<file path="config.mk">
export PLATFORM = sky130hd
export DESIGN_NAME = rc5_block_cipher_unit
export DESIGN_NICKNAME = d
export VERILOG_FILES = /design/src/sv/rc5_pkg.sv /design/src/sv/rc5_alu.sv /design/src/sv/rc5_dpath.sv /design/src/sv/rc5_ctrl.sv /design/src/sv/rc5_block_cipher_unit.sv
export SDC_FILE = /design/constraint.sdc
export NUM_CORES = 2
export LEC_CHECK = 0
export BUFFER_PORTS_ARGS = -buffer_cell sky130_fd_sc_hd__buf_4
export CORE_MARGIN = 4
export CORE_UTILIZATION = 40
export DETAILED_ROUTE_END_ITERATION = 6
export PLACE_DENSITY = 0.64
export SLEW_MARGIN = 20
export SYNTH_ARGS = -nofsm -noshare
export SYNTH_HDL_FRONTEND = slang
export SYNTH_SLANG_ARGS = --single-unit
</file>
<file path="constraint.sdc">
create_clock -name clk -period 9.7 [get_ports clk]
set_clock_uncertainty 0.2 [all_clocks]
set_input_delay 0.97 -clock clk [delete_from_list [all_inputs] [get_ports clk]]
set_output_delay 0.97 -clock clk [all_outputs]
set_load 0.05 [all_outputs]
</file>
<file path="src/sv/rc5_pkg.sv">
// rc5_pkg: shared types, codes and rotate helpers for the RC5-32 cipher unit.
// Used by rc5_alu, rc5_ctrl, rc5_dpath and rc5_block_cipher_unit.
// Depends on nothing.
package rc5_pkg;

  // Key expansion magic constants
  localparam logic [31:0] P32 = 32'hb7e15163;
  localparam logic [31:0] Q32 = 32'h9e3779b9;

  // Fixed left rotate applied to subkey words during mixing
  localparam logic [4:0] MIX_SHIFT = 5'd3;

  // Number of key bytes the configuration registers can hold
  localparam int KEY_REG_BYTES = 16;

  // Configuration register indexes
  localparam logic [1:0] REG_ROUNDS    = 2'd0;
  localparam logic [1:0] REG_KEY_BYTES = 2'd1;
  localparam logic [1:0] REG_KEY_LOW   = 2'd2;
  localparam logic [1:0] REG_KEY_HIGH  = 2'd3;

  // Data kind codes
  localparam logic KIND_ENCRYPT = 1'b0;

  typedef enum logic [3:0] {
    ST_IDLE,
    ST_LOAD,
    ST_SEED,
    ST_MIX_RD,
    ST_MIX_A,
    ST_MIX_B,
    ST_CIPH_RD,
    ST_CIPH,
    ST_DONE
  } state_t;

  typedef enum logic [2:0] {
    OP_ADD,
    OP_SUB,
    OP_MIX_A,
    OP_MIX_B,
    OP_ENC,
    OP_DEC
  } alu_op_t;

  // Sequencer to datapath control group
  typedef struct packed {
    logic    take_item;
    logic    load_key;
    logic    seed_step;
    logic    mix_a;
    logic    mix_b;
    logic    ciph;
    logic    upd_b;
    alu_op_t op;
    logic    out_load;
  } dp_ctrl_t;

  function automatic logic [31:0] rotl32(input logic [31:0] x, input logic [4:0] n);
    logic [63:0] t;
    t = {x, x} << n;
    return t[63:32];
  endfunction

  function automatic logic [31:0] rotr32(input logic [31:0] x, input logic [4:0] n);
    logic [63:0] t;
    t = {x, x} >> n;
    return t[31:0];
  endfunction

endpackage

</file>
<file path="src/sv/rc5_alu.sv">
// rc5_alu: the single shared add / xor / rotate unit used for key expansion
// and for every cipher half-round. Depends on rc5_pkg.
module rc5_alu (
  input  rc5_pkg::alu_op_t op,
  input  logic [31:0]      x,
  input  logic [31:0]      y,
  input  logic [31:0]      z,
  output logic [31:0]      res
);

  logic [31:0] sum_xy;
  logic [31:0] sum3;

  assign sum_xy = x + y;
  assign sum3   = sum_xy + z;

  // Select the operation
  always_comb begin
    case (op)
      rc5_pkg::OP_ADD:   res = x + z;
      rc5_pkg::OP_SUB:   res = x - z;
      rc5_pkg::OP_MIX_A: res = rc5_pkg::rotl32(sum3, rc5_pkg::MIX_SHIFT);
      rc5_pkg::OP_MIX_B: res = rc5_pkg::rotl32(sum3, sum_xy[4:0]);
      rc5_pkg::OP_ENC:   res = rc5_pkg::rotl32(x ^ y, y[4:0]) + z;
      rc5_pkg::OP_DEC:   res = rc5_pkg::rotr32(x - z, y[4:0]) ^ y;
      default:           res = x;
    endcase
  end

endmodule

</file>
<file path="src/sv/rc5_dpath.sv">
// rc5_dpath: subkey memory, key word registers, expansion and block registers
// around the shared rc5_alu. Depends on rc5_pkg and rc5_alu.
module rc5_dpath #(
  parameter int  MAX_ROUNDS    = 16,
  parameter int  MAX_KEY_BYTES = 16,
  localparam int TW            = $clog2(2 * MAX_ROUNDS + 2),
  localparam int KIW           = (((MAX_KEY_BYTES + 3) / 4) > 1) ?
                                 $clog2((MAX_KEY_BYTES + 3) / 4) : 1,
  localparam int BW            = $clog2(MAX_KEY_BYTES + 1)
) (
  input  logic                 clk,
  input  rc5_pkg::dp_ctrl_t    ctl,
  input  logic [TW-1:0]        raddr,
  input  logic [TW-1:0]        waddr,
  input  logic [KIW-1:0]       key_idx,
  input  logic [BW-1:0]        nb,
  input  logic [63:0]          key_low,
  input  logic [63:0]          key_high,
  input  logic [31:0]          word_a,
  input  logic [31:0]          word_b,
  output logic [31:0]          res_a,
  output logic [31:0]          res_b
);

  localparam int TLEN = 2 * MAX_ROUNDS + 2;
  localparam int KW   = (MAX_KEY_BYTES + 3) / 4;

  logic [31:0]  mem [TLEN];
  logic [31:0]  rdata;
  logic [31:0]  lw [KW];
  logic [31:0]  key_init [KW];
  logic [127:0] key_all;
  logic [31:0]  ka, kb, ra, rb, seed;
  logic [31:0]  alu_x, alu_y, alu_z, alu_res;
  logic         mem_we;
  logic [31:0]  mem_wdata;

  assign key_all = {key_high, key_low};

  // Pack valid key bytes into little-endian words, zero past the length
  for (genvar gk = 0; gk < KW; gk++) begin : g_kw
    for (genvar gj = 0; gj < 4; gj++) begin : g_kb
      localparam int BI = 4 * gk + gj;
      if (BI < rc5_pkg::KEY_REG_BYTES) begin : g_reg
        assign key_init[gk][8*gj +: 8] = (32'(nb) > BI) ? key_all[8*BI +: 8] : 8'h00;
      end else begin : g_zero
        assign key_init[gk][8*gj +: 8] = 8'h00;
      end
    end
  end

  // Route operands to the shared unit
  always_comb begin
    alu_x = ra;
    alu_y = rb;
    alu_z = rdata;
    if (ctl.seed_step) begin
      alu_x = seed;
      alu_y = '0;
      alu_z = rc5_pkg::Q32;
    end else if (ctl.mix_a) begin
      alu_x = ka;
      alu_y = kb;
    end else if (ctl.mix_b) begin
      alu_x = ka;
      alu_y = kb;
      alu_z = lw[key_idx];
    end else if (ctl.upd_b) begin
      alu_x = rb;
      alu_y = ra;
    end
  end

  rc5_alu u_alu (
    .op  (ctl.op),
    .x   (alu_x),
    .y   (alu_y),
    .z   (alu_z),
    .res (alu_res)
  );

  // Subkey memory: one write port, one registered read port
  assign mem_we    = ctl.seed_step | ctl.mix_a;
  assign mem_wdata = ctl.seed_step ? seed : alu_res;

  always_ff @(posedge clk) begin
    if (mem_we) begin
      mem[waddr] <= mem_wdata;
    end
    rdata <= mem[raddr];
  end

  // Working registers
  always_ff @(posedge clk) begin
    if (ctl.take_item) begin
      ra <= word_a;
      rb <= word_b;
    end
    if (ctl.load_key) begin
      lw   <= key_init;
      seed <= rc5_pkg::P32;
      ka   <= '0;
      kb   <= '0;
    end
    if (ctl.seed_step) begin
      seed <= alu_res;
    end
    if (ctl.mix_a) begin
      ka <= alu_res;
    end
    if (ctl.mix_b) begin
      kb          <= alu_res;
      lw[key_idx] <= alu_res;
    end
    if (ctl.ciph) begin
      if (ctl.upd_b) begin
        rb <= alu_res;
      end else begin
        ra <= alu_res;
      end
    end
  end

  assign res_a = ra;
  assign res_b = rb;

endmodule

</file>
<file path="src/sv/rc5_ctrl.sv">
// rc5_ctrl: sequencer for key expansion and the half-round cipher loop,
// with the table, key and step counters. Depends on rc5_pkg.
module rc5_ctrl #(
  parameter int  MAX_ROUNDS    = 16,
  parameter int  MAX_KEY_BYTES = 16,
  localparam int TW            = $clog2(2 * MAX_ROUNDS + 2),
  localparam int KIW           = (((MAX_KEY_BYTES + 3) / 4) > 1) ?
                                 $clog2((MAX_KEY_BYTES + 3) / 4) : 1,
  localparam int BW            = $clog2(MAX_KEY_BYTES + 1),
  localparam int RW            = $clog2(MAX_ROUNDS + 1)
) (
  input  logic               clk,
  input  logic               rst,
  input  logic               in_valid,
  output logic               in_ready,
  input  logic               kind,
  input  logic               cfg_we,
  input  logic [RW-1:0]      nr,
  input  logic [BW-1:0]      nb,
  input  logic               out_free,
  output rc5_pkg::dp_ctrl_t  ctl,
  output logic [TW-1:0]      raddr,
  output logic [TW-1:0]      waddr,
  output logic [KIW-1:0]     key_idx
);

  localparam int TLEN = 2 * MAX_ROUNDS + 2;
  localparam int KW   = (MAX_KEY_BYTES + 3) / 4;
  localparam int MAXL = (TLEN > KW) ? TLEN : KW;
  localparam int SW   = $clog2(3 * MAXL + 1);
  localparam int NW   = BW + 2;

  rc5_pkg::state_t state, state_next;

  logic            sched_ready;
  logic            dec;
  logic [TW-1:0]   ti, ti_next, idx, idx_next, tlen_m1, tlen_m1_calc;
  logic [KIW-1:0]  ki, ki_next, klen_m1, klen_m1_calc;
  logic [SW-1:0]   step_cnt, steps_m1_calc, klen_s, tlen_s, max_s;
  logic [NW-1:0]   nb_p3, kl;
  logic            seed_last, step_last, ciph_last;

  // Lengths of the table, the key and the mixing pass
  always_comb begin
    tlen_m1_calc  = TW'({nr, 1'b1});
    nb_p3         = NW'(nb) + NW'(3);
    kl            = nb_p3 >> 2;
    klen_m1_calc  = (kl == '0) ? '0 : KIW'(kl - 1'b1);
    klen_s        = (kl == '0) ? SW'(1) : SW'(kl);
    tlen_s        = SW'(tlen_m1_calc) + 1'b1;
    max_s         = (klen_s > tlen_s) ? klen_s : tlen_s;
    steps_m1_calc = SW'(max_s + (max_s << 1) - 1'b1);
  end

  assign ti_next   = (ti == tlen_m1) ? '0 : ti + 1'b1;
  assign ki_next   = (ki == klen_m1) ? '0 : ki + 1'b1;
  assign idx_next  = dec ? idx - 1'b1 : idx + 1'b1;
  assign seed_last = (ti == tlen_m1);
  assign step_last = (step_cnt == '0);
  assign ciph_last = dec ? (idx == '0) : (idx == tlen_m1);

  // Next state
  always_comb begin
    state_next = state;
    case (state)
      rc5_pkg::ST_IDLE:
        if (in_valid) begin
          state_next = sched_ready ? rc5_pkg::ST_CIPH_RD : rc5_pkg::ST_LOAD;
        end
      rc5_pkg::ST_LOAD:    state_next = rc5_pkg::ST_SEED;
      rc5_pkg::ST_SEED:
        if (seed_last) begin
          state_next = rc5_pkg::ST_MIX_RD;
        end
      rc5_pkg::ST_MIX_RD:  state_next = rc5_pkg::ST_MIX_A;
      rc5_pkg::ST_MIX_A:   state_next = rc5_pkg::ST_MIX_B;
      rc5_pkg::ST_MIX_B:
        state_next = step_last ? rc5_pkg::ST_CIPH_RD : rc5_pkg::ST_MIX_A;
      rc5_pkg::ST_CIPH_RD: state_next = rc5_pkg::ST_CIPH;
      rc5_pkg::ST_CIPH:
        if (ciph_last) begin
          state_next = rc5_pkg::ST_DONE;
        end
      rc5_pkg::ST_DONE:
        if (out_free) begin
          state_next = rc5_pkg::ST_IDLE;
        end
      default:             state_next = rc5_pkg::ST_IDLE;
    endcase
  end

  // Outputs
  always_comb begin
    ctl      = '0;
    ctl.op   = rc5_pkg::OP_ADD;
    in_ready = 1'b0;
    raddr    = '0;
    case (state)
      rc5_pkg::ST_IDLE: begin
        in_ready      = 1'b1;
        ctl.take_item = in_valid;
      end
      rc5_pkg::ST_LOAD:  ctl.load_key = 1'b1;
      rc5_pkg::ST_SEED:  ctl.seed_step = 1'b1;
      rc5_pkg::ST_MIX_A: begin
        ctl.mix_a = 1'b1;
        ctl.op    = rc5_pkg::OP_MIX_A;
      end
      rc5_pkg::ST_MIX_B: begin
        ctl.mix_b = 1'b1;
        ctl.op    = rc5_pkg::OP_MIX_B;
        raddr     = ti_next;
      end
      rc5_pkg::ST_CIPH_RD: raddr = dec ? tlen_m1 : '0;
      rc5_pkg::ST_CIPH: begin
        ctl.ciph  = 1'b1;
        ctl.upd_b = idx[0];
        if (idx[TW-1:1] == '0) begin
          ctl.op = dec ? rc5_pkg::OP_SUB : rc5_pkg::OP_ADD;
        end else begin
          ctl.op = dec ? rc5_pkg::OP_DEC : rc5_pkg::OP_ENC;
        end
        raddr = ciph_last ? idx : idx_next;
      end
      rc5_pkg::ST_DONE:  ctl.out_load = out_free;
      default:           ctl = '0;
    endcase
  end

  assign waddr   = ti;
  assign key_idx = ki;

  // State and schedule flag
  always_ff @(posedge clk) begin
    if (rst) begin
      state       <= rc5_pkg::ST_IDLE;
      sched_ready <= 1'b0;
    end else begin
      state <= state_next;
      if (cfg_we) begin
        sched_ready <= 1'b0;
      end else if (state == rc5_pkg::ST_MIX_B && step_last) begin
        sched_ready <= 1'b1;
      end
    end
  end

  // Counters and latched item kind
  always_ff @(posedge clk) begin
    case (state)
      rc5_pkg::ST_IDLE:
        if (in_valid) begin
          dec <= (kind != rc5_pkg::KIND_ENCRYPT);
        end
      rc5_pkg::ST_LOAD: begin
        tlen_m1  <= tlen_m1_calc;
        klen_m1  <= klen_m1_calc;
        step_cnt <= steps_m1_calc;
        ti       <= '0;
      end
      rc5_pkg::ST_SEED:  ti <= ti + 1'b1;
      rc5_pkg::ST_MIX_RD: begin
        ti <= '0;
        ki <= '0;
      end
      rc5_pkg::ST_MIX_B: begin
        ti       <= ti_next;
        ki       <= ki_next;
        step_cnt <= step_cnt - 1'b1;
      end
      rc5_pkg::ST_CIPH_RD: idx <= dec ? tlen_m1 : '0;
      rc5_pkg::ST_CIPH:    idx <= idx_next;
      default: ;
    endcase
  end

endmodule

</file>
<file path="src/sv/rc5_block_cipher_unit.sv">
// rc5_block_cipher_unit: top level of the RC5-32 ECB cipher with key expansion.
// Depends on rc5_pkg, rc5_ctrl, rc5_dpath (and through it rc5_alu).
//
// Usage:
//   Configuration: write rounds (0), key_bytes (1), key_low (2), key_high (3)
//   through cfg_we / cfg_index / cfg_data while the block is idle. Any write
//   marks the subkey schedule stale.
//   Input channel in_valid/in_ready carries one 64-bit block (word_a, word_b)
//   with kind 0 for encrypt and 1 for decrypt; output channel
//   out_valid/out_ready returns out_a, out_b.
//   One shared add/rotate unit does one half-round per cycle, reading one
//   subkey per cycle from the subkey memory. With r effective rounds, an
//   accepted block passes through ST_CIPH_RD, ST_CIPH and ST_DONE, which
//   loads the output register; a new block is taken only back in idle.
//   The first block after reset or after a configuration write first runs
//   the key expansion: it seeds the table in ST_SEED, then runs
//   3*max(2r+2, key words) mixing steps, each through ST_MIX_A and ST_MIX_B.
//   Reset clears the sequencer, the output valid and the schedule flag;
//   configuration returns to 12 rounds, 16 key bytes and an all-zero key.
//   A result held by a stalled receiver stays in the output register; the
//   next block may be accepted and worked on meanwhile, and it waits in the
//   sequencer until the output register frees.
module rc5_block_cipher_unit #(
  parameter int MAX_ROUNDS    = 16,
  parameter int MAX_KEY_BYTES = 16
) (
  input  logic        clk,
  input  logic        rst,
  input  logic        cfg_we,
  input  logic [1:0]  cfg_index,
  input  logic [63:0] cfg_data,
  input  logic        in_valid,
  output logic        in_ready,
  input  logic        kind,
  input  logic [31:0] word_a,
  input  logic [31:0] word_b,
  output logic        out_valid,
  input  logic        out_ready,
  output logic [31:0] out_a,
  output logic [31:0] out_b
);

  localparam int TLEN = 2 * MAX_ROUNDS + 2;
  localparam int TW   = $clog2(TLEN);
  localparam int KW   = (MAX_KEY_BYTES + 3) / 4;
  localparam int KIW  = (KW > 1) ? $clog2(KW) : 1;
  localparam int BW   = $clog2(MAX_KEY_BYTES + 1);
  localparam int RW   = $clog2(MAX_ROUNDS + 1);
  localparam int RCW  = (RW > 5) ? RW : 5;
  localparam int BCW  = (BW > 5) ? BW : 5;

  logic [4:0]        rounds;
  logic [4:0]        key_bytes;
  logic [63:0]       key_low;
  logic [63:0]       key_high;
  logic [RCW-1:0]    rounds_ext;
  logic [BCW-1:0]    key_bytes_ext;
  logic [RW-1:0]     nr;
  logic [BW-1:0]     nb;
  logic              out_free;
  rc5_pkg::dp_ctrl_t ctl;
  logic [TW-1:0]     raddr, waddr;
  logic [KIW-1:0]    key_idx;
  logic [31:0]       res_a, res_b;

  // Configuration registers
  always_ff @(posedge clk) begin
    if (rst) begin
      rounds    <= 5'd12;
      key_bytes <= 5'd16;
      key_low   <= '0;
      key_high  <= '0;
    end else if (cfg_we) begin
      case (cfg_index)
        rc5_pkg::REG_ROUNDS:    rounds    <= cfg_data[4:0];
        rc5_pkg::REG_KEY_BYTES: key_bytes <= cfg_data[4:0];
        rc5_pkg::REG_KEY_LOW:   key_low   <= cfg_data;
        rc5_pkg::REG_KEY_HIGH:  key_high  <= cfg_data;
        default: ;
      endcase
    end
  end

  // Saturate rounds and key length to the supported maximum
  assign rounds_ext    = RCW'(rounds);
  assign key_bytes_ext = BCW'(key_bytes);
  assign nr = (rounds_ext > RCW'(MAX_ROUNDS)) ? RW'(MAX_ROUNDS) : RW'(rounds_ext);
  assign nb = (key_bytes_ext > BCW'(MAX_KEY_BYTES)) ? BW'(MAX_KEY_BYTES)
                                                     : BW'(key_bytes_ext);

  assign out_free = !out_valid || out_ready;

  rc5_ctrl #(
    .MAX_ROUNDS    (MAX_ROUNDS),
    .MAX_KEY_BYTES (MAX_KEY_BYTES)
  ) u_ctrl (
    .clk      (clk),
    .rst      (rst),
    .in_valid (in_valid),
    .in_ready (in_ready),
    .kind     (kind),
    .cfg_we   (cfg_we),
    .nr       (nr),
    .nb       (nb),
    .out_free (out_free),
    .ctl      (ctl),
    .raddr    (raddr),
    .waddr    (waddr),
    .key_idx  (key_idx)
  );

  rc5_dpath #(
    .MAX_ROUNDS    (MAX_ROUNDS),
    .MAX_KEY_BYTES (MAX_KEY_BYTES)
  ) u_dpath (
    .clk      (clk),
    .ctl      (ctl),
    .raddr    (raddr),
    .waddr    (waddr),
    .key_idx  (key_idx),
    .nb       (nb),
    .key_low  (key_low),
    .key_high (key_high),
    .word_a   (word_a),
    .word_b   (word_b),
    .res_a    (res_a),
    .res_b    (res_b)
  );

  // Output register: load a finished block, drop it once taken
  always_ff @(posedge clk) begin
    if (rst) begin
      out_valid <= 1'b0;
    end else if (ctl.out_load) begin
      out_valid <= 1'b1;
    end else if (out_ready) begin
      out_valid <= 1'b0;
    end
  end

  always_ff @(posedge clk) begin
    if (ctl.out_load) begin
      out_a <= res_a;
      out_b <= res_b;
    end
  end

endmodule

</file>
==> flow_summary.html <==
<table>
<tr><th>Metric</th><th>Value</th></tr>
<tr><th colspan="2">Yosys</th></tr>
<tr><td>Cell area after synthesis</td><td>83600 um^2</td></tr>
<tr><td>Yosys cell types</td><td>123</td></tr>
<tr><td>Nets in the synthesized netlist</td><td>8696</td></tr>
<tr><td>Area share of xor/xnor cells in the synthesized design</td><td>1.58%</td></tr>
<tr><td>Ys Warns</td><td>0</td></tr>
<tr><td>Largest family of logic cells by synthesized area</td><td>simple AND/OR/NAND/NOR gates</td></tr>
<tr><td>Seq/Total Area, Yosys</td><td>54.7%</td></tr>
<tr><td>Synth Area in Compound Gates</td><td>16.6%</td></tr>
<tr><td>Synthesized area per cell</td><td>9.93 um^2</td></tr>
<tr><td>Post-synth EDFFs</td><td>1277</td></tr>
<tr><td>Dominant synthesized flop cell</td><td>sky130_fd_sc_hd__edfxtp_1</td></tr>
<tr><td>Synth Area in Adders</td><td>2.22%</td></tr>
<tr><td>Multiplexer fraction of the synthesized cell area</td><td>3.09%</td></tr>
<tr><td>Share of flip-flops with an asynchronous set or reset</td><td>0%</td></tr>
<tr><td>Simple-gate share of the synthesized area</td><td>18.4%</td></tr>
<tr><td>Post-Syn Instances</td><td>8417</td></tr>
<tr><td>Number of storage elements in the synthesis netlist</td><td>1645</td></tr>
<tr><th colspan="2">Cells and area</th></tr>
<tr><td>Commonest cells after routing, fill and taps aside</td><td>sky130_fd_sc_hd__nand2_1 (1878), sky130_fd_sc_hd__edfxtp_1 (1277), sky130_fd_sc_hd__buf_4 (752), sky130_fd_sc_hd__a21oi_1 (643), sky130_fd_sc_hd__nand3_1 (543)</td></tr>
<tr><td>Area added between synthesis and finish</td><td>17.4%</td></tr>
<tr><td>Design Area, Final</td><td>98100 um^2</td></tr>
<tr><td># nets final</td><td>9067</td></tr>
<tr><td>Ratio of cells with drive above 1 in the final layout</td><td>15.2%</td></tr>
<tr><td>Total of fill cells in the finished design</td><td>19.0k</td></tr>
<tr><td>Leading cell type in the layout, fill and taps excluded</td><td>sky130_fd_sc_hd__nand2_1</td></tr>
<tr><th colspan="2">Worst setup path</th></tr>
<tr><td>Worst Path Class, Setup</td><td>flop to flop</td></tr>
<tr><td>Critical path fanouts, max</td><td>36</td></tr>
<tr><td>Worst path required time</td><td>10030 ps</td></tr>
<tr><td>Worst stage delay on the critical path</td><td>420 ps</td></tr>
<tr><td>Most frequent cell on the critical path</td><td>sky130_fd_sc_hd__buf_4</td></tr>
<tr><td>Library cell contributing the largest single delay on the critical path</td><td>sky130_fd_sc_hd__o21ai_0</td></tr>
<tr><td>Arrival time worst endpoint</td><td>9830 ps</td></tr>
<tr><td>Nature of the critical path startpoint</td><td>flop</td></tr>
<tr><td>Setup crit end kind</td><td>flop</td></tr>
<tr><th colspan="2">Clocking</th></tr>
<tr><td>Maximum level of the CTS H-tree</td><td>4</td></tr>
<tr><td>Number of buffers between clock root and the deepest sink</td><td>3</td></tr>
<tr><td>Clock sink total</td><td>1645</td></tr>
<tr><td>Clock latency at the later pin of the worst-skew pair</td><td>870 ps</td></tr>
<tr><td>Clock slew at reported path FFs</td><td>60 ps</td></tr>
<tr><td>Clock tree from TritonCTS</td><td>built</td></tr>
<tr><td>Root buf cell</td><td>sky130_fd_sc_hd__clkbuf_16</td></tr>
<tr><td>Number of buffers created by CTS</td><td>173</td></tr>
<tr><td>Post-cts hold buffer count</td><td>0</td></tr>
<tr><th colspan="2">Outcome</th></tr>
<tr><td>Failing checks</td><td>design-rule violations</td></tr>
<tr><td>Result of the run</td><td>complete, but fails checks</td></tr>
<tr><th colspan="2">Die</th></tr>
<tr><td>Num rows</td><td>167</td></tr>
<tr><td>Vertical extent of the die</td><td>465 um</td></tr>
<tr><td>Die outline area</td><td>216000 um^2</td></tr>
<tr><td>Core footprint</td><td>207000 um^2</td></tr>
<tr><td>Width of the die</td><td>465 um</td></tr>
<tr><td>Total I/O pin count</td><td>202</td></tr>
<tr><td>Initial cell density of the core</td><td>40.3%</td></tr>
<tr><th colspan="2">Timing</th></tr>
<tr><td>Slew Viols, Final</td><td>0</td></tr>
<tr><td>Final hold vios</td><td>0</td></tr>
<tr><td>Slew headroom</td><td>18.1%</td></tr>
<tr><td>Slew of the pin with the lowest slew margin</td><td>1220 ps</td></tr>
<tr><td>Peak Freq</td><td>105 MHz</td></tr>
<tr><td>Number of endpoints failing setup at the final stage</td><td>0</td></tr>
<tr><td>Final critical-path share of the clock period</td><td>97.9%</td></tr>
<tr><td>Shortest period the worst path allows</td><td>9500 ps</td></tr>
<tr><th colspan="2">GRT</th></tr>
<tr><td>Wire length of the first global-routing pass</td><td>507000 um</td></tr>
<tr><td>Antenna violations before repair</td><td>13</td></tr>
<tr><td>Via count of the first global-routing pass</td><td>67.5k</td></tr>
<tr><td>Sum of overflow across all layers after global routing</td><td>0</td></tr>
<tr><td>Largest net degree at the start of global routing</td><td>152</td></tr>
<tr><td>Global routing usage summed across all routing layers</td><td>32.5%</td></tr>
<tr><th colspan="2">Detailed routing</th></tr>
<tr><td>Via-to-Cell Ratio</td><td>6.25</td></tr>
<tr><td>Number of routed nets with antenna violations</td><td>0</td></tr>
<tr><td>DRT Pass-1 Iters</td><td>7</td></tr>
<tr><td>First DRT Iteration DRCs</td><td>9670</td></tr>
<tr><td>Routed WL</td><td>368000 um</td></tr>
<tr><td>Residual DRC</td><td>5</td></tr>
<tr><td>Number of vias after detailed routing</td><td>73.4k</td></tr>
<tr><td>Post-DR wirelength/cell</td><td>31.3 um</td></tr>
<tr><th colspan="2">Placement</th></tr>
<tr><td>I/O Buffers</td><td>201</td></tr>
<tr><td>Final weighted congestion in routability-driven placement</td><td>1.10</td></tr>
<tr><td>Area after DPL</td><td>92100 um^2</td></tr>
<tr><td>Total half-perimeter wirelength after legalization and detailed placement</td><td>251000 um</td></tr>
<tr><th colspan="2">Hold path</th></tr>
<tr><td>Path class of the lowest-slack min-delay path</td><td>input pin to flop</td></tr>
<tr><th colspan="2">Run</th></tr>
<tr><td>Max Cap Violations</td><td>0</td></tr>
</table>
[logic make-up (layout without fill, tap and decap cells)]
group / count (synthesis) / count (layout)
and+or+nand+nor: 3494 / 3494
AOI/OAI and AO/OA: 2033 / 2033
DFF: 1645 / 1645
buffers and inverters: 743 / 1261
muxes: 205 / 205
xor gates and xnor gates: 150 / 150
adders and majority gates: 146 / 146
other: 1 / 9
[per-layer routing]
| metal | routed length (um) | global-route usage, % |
|---|---|---|
| met5 | 70 | 0 |
| met4 | 24400 | 18.2 |
| met2 | 162000 | 49.8 |
| met1 | 147000 | 43.7 |
| met3 | 34300 | 5.84 |
[final timing paths]
check | startpoint | endpoint | slack (ps) | cells after the start
max | u_ctrl.state[1] | u_dpath.mem[10][23] | 200 | 38
min | kind | u_ctrl.dec | 120 | 1
max reg2reg | u_ctrl.state[1] | u_dpath.mem[10][23] | 200 | 38
min reg2reg | key_high[2] | key_high[2] | 250 | 2
[synthesized netlist by cell type (all sizes together) (56+ instances only)]
cell type / n / area, um^2
xnor2: 94 / 823
nand3: 545 / 2730
a21o: 81 / 608
a221oi: 109 / 955
o21ai: 214 / 1070
clkbuf: 505 / 1900
a21oi: 662 / 3330
a211oi: 168 / 1290
a311oi: 197 / 1750
nand2: 1882 / 7060
buf: 104 / 450
mux2i: 136 / 1370
edfxtp: 1277 / 38300
and3: 195 / 1220
a31oi: 125 / 810
and2: 79 / 494
nor2: 473 / 1790
ha: 139 / 1740
nor3: 94 / 475
inv: 133 / 502
xor2: 56 / 498
dfxtp: 368 / 7370
[sequential cells by signal (all words and copies together), names as in the netlist]
register	flops
key_low	64
key_bytes	5
u_ctrl.klen_m1	2
u_ctrl.dec	1
u_dpath.kb	32
u_ctrl.key_idx	2
u_ctrl.idx	6
u_dpath.res_b	32
u_ctrl.sched_ready	1
out_a	32
rounds	5
u_ctrl.step_cnt	7
out_valid	1
u_dpath.ka	32
out_b	32
key_high	64
u_ctrl.state	4
u_dpath.lw	128
u_dpath.seed	32
u_dpath.rdata	32
u_dpath.res_a	32
u_dpath.mem	1088
u_ctrl.tlen_m1	5
u_ctrl.waddr	6
[cell type report]
class                   count  area (um^2)  area share (%)
repair buffers            805         6700            6.83
clock buffers             241         4820            4.91
diodes                      8         20.0          0.0204
flip-flops and latches   1645        45700            46.6
multi-input cells        6029        35800            36.5
well taps                2788         3490            3.56
inverters                 134          505           0.515
clock inverters            81          998            1.02
[metrics by stage]
step / hold WS (ps) / cells / TNS, ps / util [%] / setup WS (ps)
4_1_cts: 78.1 / 11700 / 0 / 47.2 / 118
3_3_place_gp: 240 / 11400 / -3230 / 44.4 / -63.1
6_report: 121 / 11700 / 0 / 47.3 / 202
3_5_place_dp: 242 / 11400 / -2450 / 44.4 / -71.0
5_1_grt: 93.8 / 11700 / -509 / 47.3 / -22.2
2_1_floorplan: 232 / 8417 / 0 / - / 34.0
[repair_timing]
action / 4_1_cts / 5_1_grt
pin swaps: 0 / 1
setup buffers: 0 / 3
setup endpoints to repair: 74 / 497
gates resized for setup: 1 / 21
[critical path, delay by kind of cell, from the launching register on]
family,cells,cell delay (ps)
adders and majority gates,2,710
buffers and inverters,12,2280
AOI/OAI and AO/OA,14,3950
DFF,1,360
muxes,1,280
xor gates and xnor gates,1,170
and+or+nand+nor,8,1200
Power is not shown: default switching activity piles up to over one toggle a cycle in this logic, so the estimate is an artifact.
